`config.mk`:
```
export PLATFORM = sky130hd
export DESIGN_NAME = dghh_ram
export DESIGN_NICKNAME = d
export VERILOG_FILES = /design/src/rtl/dghh_pkg.sv /design/src/rtl/dghh_ram.sv
export SDC_FILE = /design/constraint.sdc
export NUM_CORES = 2
export LEC_CHECK = 0
export BUFFER_PORTS_ARGS = -buffer_cell sky130_fd_sc_hd__buf_2
export CAP_MARGIN = 20
export CORE_ASPECT_RATIO = 1.25
export CORE_MARGIN = 2
export CORE_UTILIZATION = 60
export DETAILED_ROUTE_END_ITERATION = 10
export PLACE_DENSITY = 0.84
export SYNTH_ARGS = -nofsm -noshare
export SYNTH_HDL_FRONTEND = slang
export SYNTH_SLANG_ARGS = --single-unit
```
`constraint.sdc`:
```
create_clock -name clk -period 4.8 [get_ports clk]
set_input_delay 0.72 -clock clk [delete_from_list [all_inputs] [get_ports clk]]
set_output_delay 0.72 -clock clk [all_outputs]
set_load 0.005 [all_outputs]
```
`src/rtl/dghh_pkg.sv`:
```
// Shared types and constants of the decaying heat histogram.
`timescale 1ns / 1ps
package dghh_pkg;

    typedef enum logic [1:0] {
        OP_MESSAGE = 2'd0,
        OP_TICK    = 2'd1,
        OP_CLEAR   = 2'd2,
        OP_NONE    = 2'd3
    } opcode_t;

    typedef enum logic [1:0] {
        GEO_GREAT_CIRCLE = 2'd0,
        GEO_ARC          = 2'd1,
        GEO_OTHER        = 2'd2,
        GEO_SPARE        = 2'd3
    } geometry_t;

    localparam logic [1:0] CFG_SHOW_ENABLED = 2'd0;
    localparam logic [1:0] CFG_MAX_REPORTED = 2'd1;

    localparam logic [31:0] ONE_Q16   = 32'h0001_0000;
    localparam logic [31:0] HEAT_MAX  = 32'hFFFF_FFFF;
    localparam logic [16:0] FACTOR_ONE = 17'h1_0000;
    localparam logic [5:0]  CAND_MULT = 6'd50;
    localparam int          LON_OFFSET_Q = 180 * 65536;
    localparam int          LAT_OFFSET_Q = 90 * 65536;
    localparam int          LON_SPAN = 360;
    localparam int          LAT_SPAN = 180;

    typedef enum logic [3:0] {
        ST_CLEAR,
        ST_IDLE,
        ST_MSG_BIN,
        ST_MSG_WR_A,
        ST_MSG_RD_B,
        ST_MSG_WR_B,
        ST_DECAY,
        ST_RANK_CHK,
        ST_COUNT,
        ST_SPLIT,
        ST_INORDER,
        ST_TOP,
        ST_TOP_END,
        ST_EMIT_RD,
        ST_EMIT_LD,
        ST_EMIT_WAIT
    } state_t;

endpackage

```
`src/rtl/dghh_ram.sv`:
```
// Simple dual-port synchronous RAM, one write and one registered read per cycle.
`timescale 1ns / 1ps
module dghh_ram
    import dghh_pkg::*;
#(
    parameter int DEPTH = 64,
    parameter int AW    = 6,
    parameter int DW    = 32
)
(
    input  logic          clk,
    input  logic          we,
    input  logic [AW-1:0] waddr,
    input  logic [DW-1:0] wdata,
    input  logic [AW-1:0] raddr,
    output logic [DW-1:0] rdata
);

    logic [DW-1:0] mem [DEPTH];

    always_ff @(posedge clk)
    begin
        if (we)
        begin
            mem[waddr] <= wdata;
        end
        rdata <= mem[raddr];
    end

endmodule

```
==> impl_table.tex <==
\begin{tabular}{lr}
\hline
Metric & Value \\
\hline
\multicolumn{2}{l}{\textbf{Global route}} \\
\quad Maximum number of pins on one net before global-route repair & 72 \\
\quad Leftover overflow at the end of global routing & 0 \\
\quad Antenna violations before repair & 20 \\
\quad Overall global routing resource usage & 33.8\% \\
\quad Via count of the first global-routing pass & 40.4k \\
\quad Global-route wire length before repair & 311000 µm \\
\multicolumn{2}{l}{\textbf{Logic synthesis}} \\
\quad Mapped Cells & 3324 \\
\quad Post-synthesis sequential area ratio & 79.1\% \\
\quad Fraction of synthesized cell area in xor and xnor cells & 0\% \\
\quad Mean instance size in the synthesized netlist & 23.6 µm² \\
\quad Total nets after synthesis & 3370 \\
\quad Area share of the largest cell type after synthesis & 78.3\% \\
\quad Synthesized-area fraction occupied by and/or/nand/nor cells & 1.27\% \\
\quad Synthesis Warnings & 0 \\
\quad Main combinational cell family by area after synthesis & multiplexers \\
\quad Mux cell area share after synthesis & 16.8\% \\
\quad Synth Cell Area & 0.0785 mm² \\
\quad Main area contributors after synthesis & edfxtp\_1 78\%, mux4\_2 16\%, mux2i\_1 1.2\%, dfxtp\_1 0.82\%, o22ai\_1 0.67\% \\
\quad Adder-cell share of the synthesized area & 0\% \\
\quad Synthesized-area fraction occupied by ao, oa, aoi and oai cells & 1.67\% \\
\quad Post-synth cell types & 34 \\
\quad Number of register bits inferred by synthesis & 2080 \\
\quad Library cell with the largest summed area after synthesis & edfxtp\_1 \\
\multicolumn{2}{l}{\textbf{Clock tree}} \\
\quad Max H-tree Level & 4 \\
\quad CTS-repair resized insts & 0 \\
\quad Hold-fix buffer count after cts & 0 \\
\quad TritonCTS clock tree & built \\
\quad Sinks on the clock net & 2080 \\
\quad Num CTS Buffers & 181 \\
\quad Max clock buf depth & 3 \\
\quad Setup bufs post-CTS & 0 \\
\quad Clock-pin slew on the worst setup and hold paths & 0.07 ns \\
\quad Root cell of the clock tree & clkbuf\_16 \\
\quad Clock Latency Late Sink & 0.84 ns \\
\multicolumn{2}{l}{\textbf{Pwr}} \\
\quad Leakage power summed over all cells & 27.7 nW \\
\quad Worst vdd ir & 0.324 mV \\
\quad P per Cell Area & 418 mW/mm² \\
\multicolumn{2}{l}{\textbf{Worst setup path}} \\
\quad Startpoint type of the worst setup path & input port \\
\quad Crit Path Category & in -> reg \\
\quad Most frequent cell on the critical path & mux4\_2 \\
\quad Nature of the critical path endpoint & flop \\
\quad Required time of the critical path & 5.48 ns \\
\quad Highest fanout seen on the critical path & 43 \\
\quad Largest stage delay on the critical path & 0.78 ns \\
\quad Count of cells along the worst register-to-register path & 4 \\
\quad WP data arrival & 3.89 ns \\
\quad Cell-by-cell trace of the critical path & buf\_8 -> buf\_12 -> buf\_4 -> mux4\_2 -> mux4\_2 -> o22ai\_1 -> nor2\_1 \\
\quad Cell at the slowest stage of the critical path & o22ai\_1 \\
\multicolumn{2}{l}{\textbf{Hold path}} \\
\quad Classification of the worst-slack hold path & in -> reg \\
\quad Worst hold path depth & 1 \\
\multicolumn{2}{l}{\textbf{Finish}} \\
\quad Sequential Area & 0.0621 mm² \\
\quad Share of the core filled with cells in the final layout & 68.0\% \\
\quad Number of standard cells in the layout, taps in and fillers out & 5485 \\
\quad Synthesis-to-layout area growth & 12.6\% \\
\quad Most common library cell in the layout ignoring fill and taps & edfxtp\_1 \\
\quad Final instance area & 0.0884 mm² \\
\quad Commonest cells after routing, fill and taps aside & 2048 x edfxtp\_1, 544 x mux4\_2, 186 x clkbuf\_16 \\
\quad Fill cell instance count of the final layout & 7133 \\
\quad Multi-input combinational cell area & 0.0160 mm² \\
\quad Fraction of final layout cells sized beyond drive strength 1 & 30.7\% \\
\quad Number of nets in the layout & 3643 \\
\multicolumn{2}{l}{\textbf{STA}} \\
\quad Hold Violations, Final & 0 \\
\quad Setup-failing EPs final & 0 \\
\quad Worst-Margin Slew & 1.26 ns \\
\quad Setup tns final & 0 ns \\
\quad Fin crit share & 67.0\% \\
\quad Shortest period the worst path allows & 3.21 ns \\
\quad Peak Freq & 311 MHz \\
\quad Worst slew margin relative to its limit & 15.7\% \\
\quad Worst-case clock skew & 0.0342 ns \\
\quad Unrepaired setup endpoints after global routing & false \\
\quad Least setup slack across all paths after layout & 1.59 ns \\
\quad Pins Over Slew Limit & 0 \\
\multicolumn{2}{l}{\textbf{Drt}} \\
\quad First DRT Iteration DRCs & 7945 \\
\quad DRT antenna net count & 0 \\
\quad Wire length reported by the detailed router & 223000 µm \\
\quad Number of remaining DRC errors & 0 \\
\quad Via count & 40.2k \\
\quad Vias per cell & 7.33 \\
\quad Routed len/inst & 40.7 µm \\
\quad DR pass1 iterations & 6 \\
\multicolumn{2}{l}{\textbf{Placement}} \\
\quad Number of instances in the placed design & 5132 \\
\quad DP Worst Slack & 0.919 ns \\
\quad Hpwl dp & 118000 µm \\
\quad Port Buf Inserts & 77 \\
\quad Cell area after placement & 0.0824 mm² \\
\quad Placer Congestion & 0.859 \\
\multicolumn{2}{l}{\textbf{Floorplanning}} \\
\quad Initial core utilization & 60.4\% \\
\quad CORE AREA & 0.130 mm² \\
\quad Die area & 0.134 mm² \\
\quad I/O Pins & 78 \\
\quad Overall die width & 328 µm \\
\quad Die height & 408 µm \\
\quad Count of standard-cell rows & 148 \\
\multicolumn{2}{l}{\textbf{Run status}} \\
\quad Outcome & completed \\
\multicolumn{2}{l}{\textbf{Run}} \\
\quad Max cap viols & 0 \\
\hline
\end{tabular}
[kinds of logic (layout without fill, tap and decap cells)]
kind of cell | count (synthesis) | in the layout
simple gates | 223 | 223
flops | 2080 | 2080
mux | 637 | 637
compound gates | 202 | 202
other cells | 0 | 14
buf+inv | 182 | 604
[cell usage after synthesis (all sizes together)]
| cell | instances |
|---|---|
| and2 | 2 |
| nand4 | 2 |
| clkbuf | 74 |
| nor3 | 7 |
| and3 | 4 |
| or2 | 3 |
| nand4b | 1 |
| mux2i | 93 |
| mux4 | 544 |
| or3b | 5 |
| o32ai | 4 |
| nand2 | 26 |
| nand3 | 5 |
| nand3b | 5 |
| a311oi | 8 |
| edfxtp | 2048 |
| dfxtp | 32 |
| or3 | 3 |
| o221ai | 27 |
| nor2 | 137 |
| a41o | 4 |
| a21oi | 62 |
| nor2b | 15 |
| a31oi | 1 |
| a22oi | 12 |
| nand2b | 8 |
| o22ai | 84 |
| buf | 108 |
[path summary, 6_finish.rpt]
kind                            startpoint         end  slack [ns]
worst max-delay path              raddr[0]   rdata[18]        1.59
worst min-delay path             wdata[19]  mem[1][19]        0.30
worst min register to register  mem[57][4]    rdata[4]        0.92
worst max register to register  mem[7][29]   rdata[29]        2.25
[where the power goes]
| part | switching, mW | internal (mW) |
|---|---|---|
| logic | 1.34 | 0.719 |
| registers | 0.111 | 20.1 |
| clock network | 6.66 | 8.07 |
| total | 8.12 | 28.9 |
[layer usage]
| metal | track usage, % | vias up | wire length [µm] |
|---|---|---|---|
| met2 | 54.1 | 4027 | 108000 |
| met3 | 9.18 | 931 | 30600 |
| met1 | 41.2 | 20400 | 66000 |
| met4 | 21.0 | 12 | 18000 |
| li1 | - | 14800 | - |
| met5 | 0 | - | 69 |
[cell type report]
type | instances | area share [%]
diodes | 14 | 0.0396
clock inverters | 93 | 0.997
well taps | 1725 | 2.44
repair buffers | 272 | 2.58
flip-flops and latches | 2080 | 70.3
multi-input cells | 1062 | 18.1
clock buffers | 239 | 5.62
[metrics by stage]
stage	hold slack (ns)	total power [mW]
2_1_floorplan	0.663	21.5
3_3_place_gp	0.846	22.4
3_5_place_dp	0.894	22.5
4_1_cts	0.289	36.9
5_1_grt	0.298	37.6
6_report	0.297	37.0
[worst max-delay path: cells and delay by family]
| family | cells | cell delay [ns] |
|---|---|---|
| muxes | 2 | 1.04 |
| and+or+nand+nor | 1 | 0.13 |
| AOI/OAI and AO/OA | 1 | 0.78 |
| buffers and inverters | 3 | 1.13 |
[state kept, by name, indices dropped and copies added (netlist names)]
name   flops
rdata     32
mem     2048
Note: power is estimated with default switching activity, not from simulation.
