$ cat src/rtl/dghh_pkg.sv
// Shared types and constants of the decaying heat histogram.
`timescale 1ns / 1ps
package dghh_pkg;

    typedef enum logic [1:0] {
        OP_MESSAGE = 2'd0,
        OP_TICK    = 2'd1,
        OP_CLEAR   = 2'd2,
        OP_NONE    = 2'd3
    } opcode_t;

    typedef enum logic [1:0] {
        GEO_GREAT_CIRCLE = 2'd0,
        GEO_ARC          = 2'd1,
        GEO_OTHER        = 2'd2,
        GEO_SPARE        = 2'd3
    } geometry_t;

    localparam logic [1:0] CFG_SHOW_ENABLED = 2'd0;
    localparam logic [1:0] CFG_MAX_REPORTED = 2'd1;

    localparam logic [31:0] ONE_Q16   = 32'h0001_0000;
    localparam logic [31:0] HEAT_MAX  = 32'hFFFF_FFFF;
    localparam logic [16:0] FACTOR_ONE = 17'h1_0000;
    localparam logic [5:0]  CAND_MULT = 6'd50;
    localparam int          LON_OFFSET_Q = 180 * 65536;
    localparam int          LAT_OFFSET_Q = 90 * 65536;
    localparam int          LON_SPAN = 360;
    localparam int          LAT_SPAN = 180;

    typedef enum logic [3:0] {
        ST_CLEAR,
        ST_IDLE,
        ST_MSG_BIN,
        ST_MSG_WR_A,
        ST_MSG_RD_B,
        ST_MSG_WR_B,
        ST_DECAY,
        ST_RANK_CHK,
        ST_COUNT,
        ST_SPLIT,
        ST_INORDER,
        ST_TOP,
        ST_TOP_END,
        ST_EMIT_RD,
        ST_EMIT_LD,
        ST_EMIT_WAIT
    } state_t;

endpackage

$ cat src/rtl/dghh_bin_lane.sv
// One coordinate binning lane: offset, scale, divide by span, clamp.
`timescale 1ns / 1ps
module dghh_bin_lane
    import dghh_pkg::*;
#(
    parameter int N      = 72,
    parameter int POS_W  = 25,
    parameter int OFF_Q  = 11796480,
    parameter int SPAN   = 360,
    parameter int OW     = 7
)
(
    input  logic                    clk,
    input  logic                    rst_n,
    input  logic                    start,
    input  logic signed [POS_W-1:0] pos,
    output logic                    q_valid,
    output logic [OW-1:0]           q
);

    localparam int NW = $clog2(N + 1);
    localparam int PW = POS_W + NW;
    localparam int YW = PW - 16;
    localparam int S  = YW + 9;
    localparam int MW = YW + 2;
    localparam logic [63:0] RECIP64 = (64'd1 << S) / SPAN;
    localparam logic [MW-1:0] RECIP = RECIP64[MW-1:0];
    localparam logic [NW-1:0] NV = NW'(N);
    localparam logic [YW+9:0] SPANV = (YW + 10)'(SPAN);
    localparam logic [YW-1:0] QMAX = YW'(N - 1);

    logic signed [POS_W:0] x;
    logic                  v1_reg, v2_reg;
    logic                  neg1_reg, neg2_reg;
    logic [PW-1:0]         prod_reg;
    logic [YW-1:0]         y_reg;
    logic [YW-1:0]         qe_reg;
    logic [YW+MW-1:0]      qe_full;
    logic [YW+9:0]         r;
    logic [YW-1:0]         qc;

    assign x = $signed({pos[POS_W-1], pos}) + (POS_W + 1)'(OFF_Q);
    assign qe_full = (YW + MW)'(prod_reg[PW-1:16]) * (YW + MW)'(RECIP);
    assign r = (YW + 10)'(y_reg) - (YW + 10)'(qe_reg) * SPANV;
    assign qc = (r >= SPANV) ? qe_reg + YW'(1) : qe_reg;

    always_ff @(posedge clk or negedge rst_n)
    begin
        if (!rst_n)
        begin
            v1_reg  <= 1'b0;
            v2_reg  <= 1'b0;
            q_valid <= 1'b0;
        end
        else
        begin
            v1_reg  <= start;
            v2_reg  <= v1_reg;
            q_valid <= v2_reg;
        end
    end

    always_ff @(posedge clk)
    begin
        if (start)
        begin
            neg1_reg <= x[POS_W];
            prod_reg <= PW'(x[POS_W-1:0]) * PW'(NV);
        end
        if (v1_reg)
        begin
            neg2_reg <= neg1_reg;
            y_reg    <= prod_reg[PW-1:16];
            qe_reg   <= YW'(qe_full[YW+MW-1:S]);
        end
        if (v2_reg)
        begin
            if (neg2_reg)
            begin
                q <= '0;
            end
            else if (qc > QMAX)
            begin
                q <= QMAX[OW-1:0];
            end
            else
            begin
                q <= qc[OW-1:0];
            end
        end
    end

endmodule

$ cat src/rtl/dghh_bin.sv
// Position binning: column and row lanes, then the linear cell index.
`timescale 1ns / 1ps
module dghh_bin
    import dghh_pkg::*;
#(
    parameter int LON_COLUMNS = 72,
    parameter int LAT_ROWS    = 36,
    parameter int AW          = 12
)
(
    input  logic               clk,
    input  logic               rst_n,
    input  logic               start,
    input  logic signed [24:0] lon,
    input  logic signed [23:0] lat,
    output logic               done,
    output logic [AW-1:0]      idx
);

    localparam int CW = $clog2(LON_COLUMNS);
    localparam int RW = $clog2(LAT_ROWS);

    logic          col_valid, row_valid;
    logic [CW-1:0] col;
    logic [RW-1:0] row;

    dghh_bin_lane #(
        .N(LON_COLUMNS), .POS_W(25), .OFF_Q(LON_OFFSET_Q), .SPAN(LON_SPAN), .OW(CW)
    ) u_col (
        .clk(clk), .rst_n(rst_n), .start(start), .pos(lon),
        .q_valid(col_valid), .q(col)
    );

    dghh_bin_lane #(
        .N(LAT_ROWS), .POS_W(24), .OFF_Q(LAT_OFFSET_Q), .SPAN(LAT_SPAN), .OW(RW)
    ) u_row (
        .clk(clk), .rst_n(rst_n), .start(start), .pos(lat),
        .q_valid(row_valid), .q(row)
    );

    always_ff @(posedge clk or negedge rst_n)
    begin
        if (!rst_n)
        begin
            done <= 1'b0;
        end
        else
        begin
            done <= col_valid & row_valid;
        end
    end

    always_ff @(posedge clk)
    begin
        if (col_valid)
        begin
            idx <= AW'(AW'(row) * AW'(LON_COLUMNS) + AW'(col));
        end
    end

endmodule

$ cat config.mk
export PLATFORM = sky130hd
export DESIGN_NAME = dghh_bin
export DESIGN_NICKNAME = d
export VERILOG_FILES = /design/src/rtl/dghh_pkg.sv /design/src/rtl/dghh_bin_lane.sv /design/src/rtl/dghh_bin.sv
export SDC_FILE = /design/constraint.sdc
export NUM_CORES = 1
export LEC_CHECK = 0
export BUFFER_PORTS_ARGS = -buffer_cell sky130_fd_sc_hd__buf_2
export CAP_MARGIN = 20
export CORE_ASPECT_RATIO = 1.75
export CORE_MARGIN = 10
export CORE_UTILIZATION = 45
export DETAILED_ROUTE_END_ITERATION = 10
export HOLD_SLACK_MARGIN = 0.12
export PLACE_DENSITY = 0.62
export SYNTH_ARGS = -nofsm -noshare
export SYNTH_HDL_FRONTEND = slang
export SYNTH_SLANG_ARGS = --single-unit
$ cat constraint.sdc
create_clock -name clk -period 13 [get_ports clk]
set_input_delay 0.65 -clock clk [delete_from_list [all_inputs] [get_ports clk]]
set_output_delay 0.65 -clock clk [all_outputs]
set_load 0.1 [all_outputs]
==> reports/summary.txt <==
status - finished, final reports clean
CTS tree - done
unrepaired setup endpoints after global routing - no
Hold Crit Depth - 0
Tot GR Track Use - 16.2%
CP Max Fanout - 4
final setup fails - 0
diodes inserted - 0
syn nets - 2,049
WL final - 32,800 µm
number of synthesized flops with an enable pin - 99
Slew Viols, Final - 0
Detail Placement HPWL - 29,400 µm
Die X - 160 µm
Num CTS Buffers - 9
H-tree depth - 3
initial antenna violation count - 0
Final Hold Vio Count - 0
Top Ports - 65
DR pass1 iterations - 5
max-cap violations - 0
routed via count - 10,528
CTS root buf - clkbuf_16
Yosys cell types - 72
largest area contributor in the netlist - ha_1
post-layout min period - 6.44 ns
multi-input logic area - 0.0112 mm²
top-area cell type share of the netlist area - 31.6%
die area - 0.0424 mm²
Starting Density - 45.7%
routability congestion estimate - 0.872
fraction of layout cells with a size suffix above 1 - 6.60%
first-pass GRT wire length - 55,700 µm
relative slew slack - 35.7%
post-synthesis sequential area ratio - 19.9%
average size of a mapped cell - 10.5 µm²
Final Skew - 0.00739 ns
post_cts resized - 0
WS Path Type - reg2reg
fmax - 0.155 GHz
CP dominant cell by count - fa_1
# rows - 89
clock buffer depth - 2
Worst-Margin Slew - 0.965 ns
Cells after DPL - 1,984
# Post-CTS Setup Buffers - 0
Mapped Cells - 1,467
flops & latches, synth - 103
grt ovf - 0
Hold WC Path Type - reg2reg
Seq. cell area - 0.00307 mm²
detailed-route DRC error count - 0
non-filler cells, final - 2,001
Routed Antenna Nets - 0
crit end category - flop
Startpoint Class - flop
die span in y - 265 µm
pin count of the biggest net entering global routing - 44
vias in the first global route - 11,662
worst reg2reg path depth - 18
Post-Syn Area - 0.0154 mm²
part of the cycle the worst path needs - 49.5%
# fillers - 3,112
CP peak stage delay - 0.55 ns
CTS clk-pin slew, worst paths - 0.08 ns
Final nets - 2,123
Primary FF master, synth - edfxtp_1
critical path's slowest cell - fa_1
Largest register FFs - 16
Req. time, crit path - 13.14 ns
Clock Sinks - 103
top post-synthesis cells by area - ha_1, edfxtp_1, fa_1, inv_1, xnor2_1
Syn-to-layout area delta - 7.71%
crit-path cells - ha_1 > inv_1 > fa_1 > fa_1 > inv_1 > fa_1 > fa_1 > fa_1 > ha_1 > nand4_1 > a2111oi_0 > a22oi_1 > and3b_1 > o31ai_1 > o41a_1 > a21oi_1 > o21bai_1 > xnor2_1
DR vias/cell - 5.26
Routed WL per cell - 16.4 µm
final core utilization - 49.2%
worst skew pair latency - 0.38 ns
I/O Buffers - 64
cts hold-fix bufs - 1
1st-iter DRT viols - 305
core area - 0.0337 mm²
Total Neg Setup Slack - 0 ns
Yosys warnings - 0
Post-synth ARST share - 3.88%
WP data arrival - 6.57 ns
-- cells by family (layout without fill, tap and decap cells) --
kind of cell	after synthesis	after routing	share of synthesized area (%)
xor gates and xnor gates	90	90	5.11
DFF	103	103	19.9
buffers and inverters	304	383	7.41
muxes	5	5	0.333
and+or+nand+nor	204	204	6.89
AOI/OAI and AO/OA	231	231	10.5
adders and majority gates	530	530	49.9
-- path summary, 6_finish.rpt --
kind                                    start  slack, ns              end
max                        u_col.prod_reg[20]       6.56  u_col.qe_reg[7]
min                                u_col.q[0]       0.42           idx[0]
max reg2reg                u_col.prod_reg[20]       6.56  u_col.qe_reg[7]
min reg2reg                        u_col.q[0]       0.42           idx[0]
max in group asynchronous               rst_n      12.20     u_row.v1_reg
min in group asynchronous               rst_n       0.62     u_row.v2_reg
-- area by class of cell --
| cell class | instances | share of cell area [%] |
|---|---|---|
| clock buffer | 9 | 1.36 |
| inverter | 302 | 6.82 |
| tap | 455 | 3.43 |
| multi-input combinational | 1060 | 67.5 |
| clock inverter | 7 | 0.437 |
| timing repair buffer | 65 | 1.99 |
| sequential | 103 | 18.5 |
-- through the flow --
step           setup slack (ns)  area [µm²]  hold slack, ns
5_1_grt                    6.30       16600           0.430
3_3_place_gp               6.68       16300           0.409
4_1_cts                    6.55       16600           0.424
6_report                   6.56       16600           0.423
2_1_floorplan              7.23       15400           0.354
3_5_place_dp               6.55       16300           0.405
-- worst max-delay path, delay by kind of cell, from the launching register on --
kind                     cells  cell delay, ns
AND/OR/NAND/NOR              2            0.50
AO/OA/AOI/OAI                6            1.70
adder cells (fa/ha/maj)      7            3.22
flip-flops                   1            0.49
buffers and inverters        2            0.22
XOR/XNOR                     1            0.08
-- layout by cell type (no fill, tap or decap), types with 4 or more instances in the layout --
cell type  netlist  final
a21o_1          30     30
nor3_1          16     16
nand3_1         15     15
inv_1          302    302
nand2b_1        12     12
a2111oi_0        5      5
clkbuf_16        0      9
a21oi_1         56     56
edfxtp_1        99     99
nor4_1           8      8
and3b_1          4      4
and2_1           9      9
a211oi_1        12     12
nor2b_1         11     11
fa_1           141    141
or3_1            4      4
buf_2            2     64
xnor2_1         58     58
nand3b_1         4      4
ha_1           389    389
a31oi_1          7      7
o22ai_1          4      4
o31a_1           6      6
nor3b_1          6      6
nand4_1          8      8
o21a_1          17     17
o21ai_0         34     34
a41o_1           4      4
nand2_1         32     32
o21bai_1         6      6
mux2i_1          4      4
nor2_1          62     62
xor2_1          32     32
o21ai_1          7      7
-- routing by layer --
metal	up-vias	routed length (µm)	track usage, %
li1	5213	-	-
met1	5076	11500	15.4
met2	163	18800	32.2
met3	76	870	2.37
met4	0	1620	8.86
met5	-	0	0
-- Yosys cell counts, types with 3 or more instances --
cell         n
ha_1       389
inv_1      302
fa_1       141
edfxtp_1    99
nor2_1      62
xnor2_1     58
a21oi_1     56
o21ai_0     34
nand2_1     32
xor2_1      32
a21o_1      30
o21a_1      17
nor3_1      16
nand3_1     15
a211oi_1    12
nand2b_1    12
nor2b_1     11
and2_1       9
nand4_1      8
nor4_1       8
a31oi_1      7
o21ai_1      7
nor3b_1      6
o21bai_1     6
o31a_1       6
a2111oi_0    5
a41o_1       4
and3b_1      4
dfrtp_1      4
mux2i_1      4
nand3b_1     4
o22ai_1      4
or3_1        4
a2111o_1     3
a21boi_0     3
a31o_2       3
and3_1       3
o31ai_1      3
Power is not shown: default switching activity piles up to over one toggle a cycle in this logic, so the estimate is an artifact.
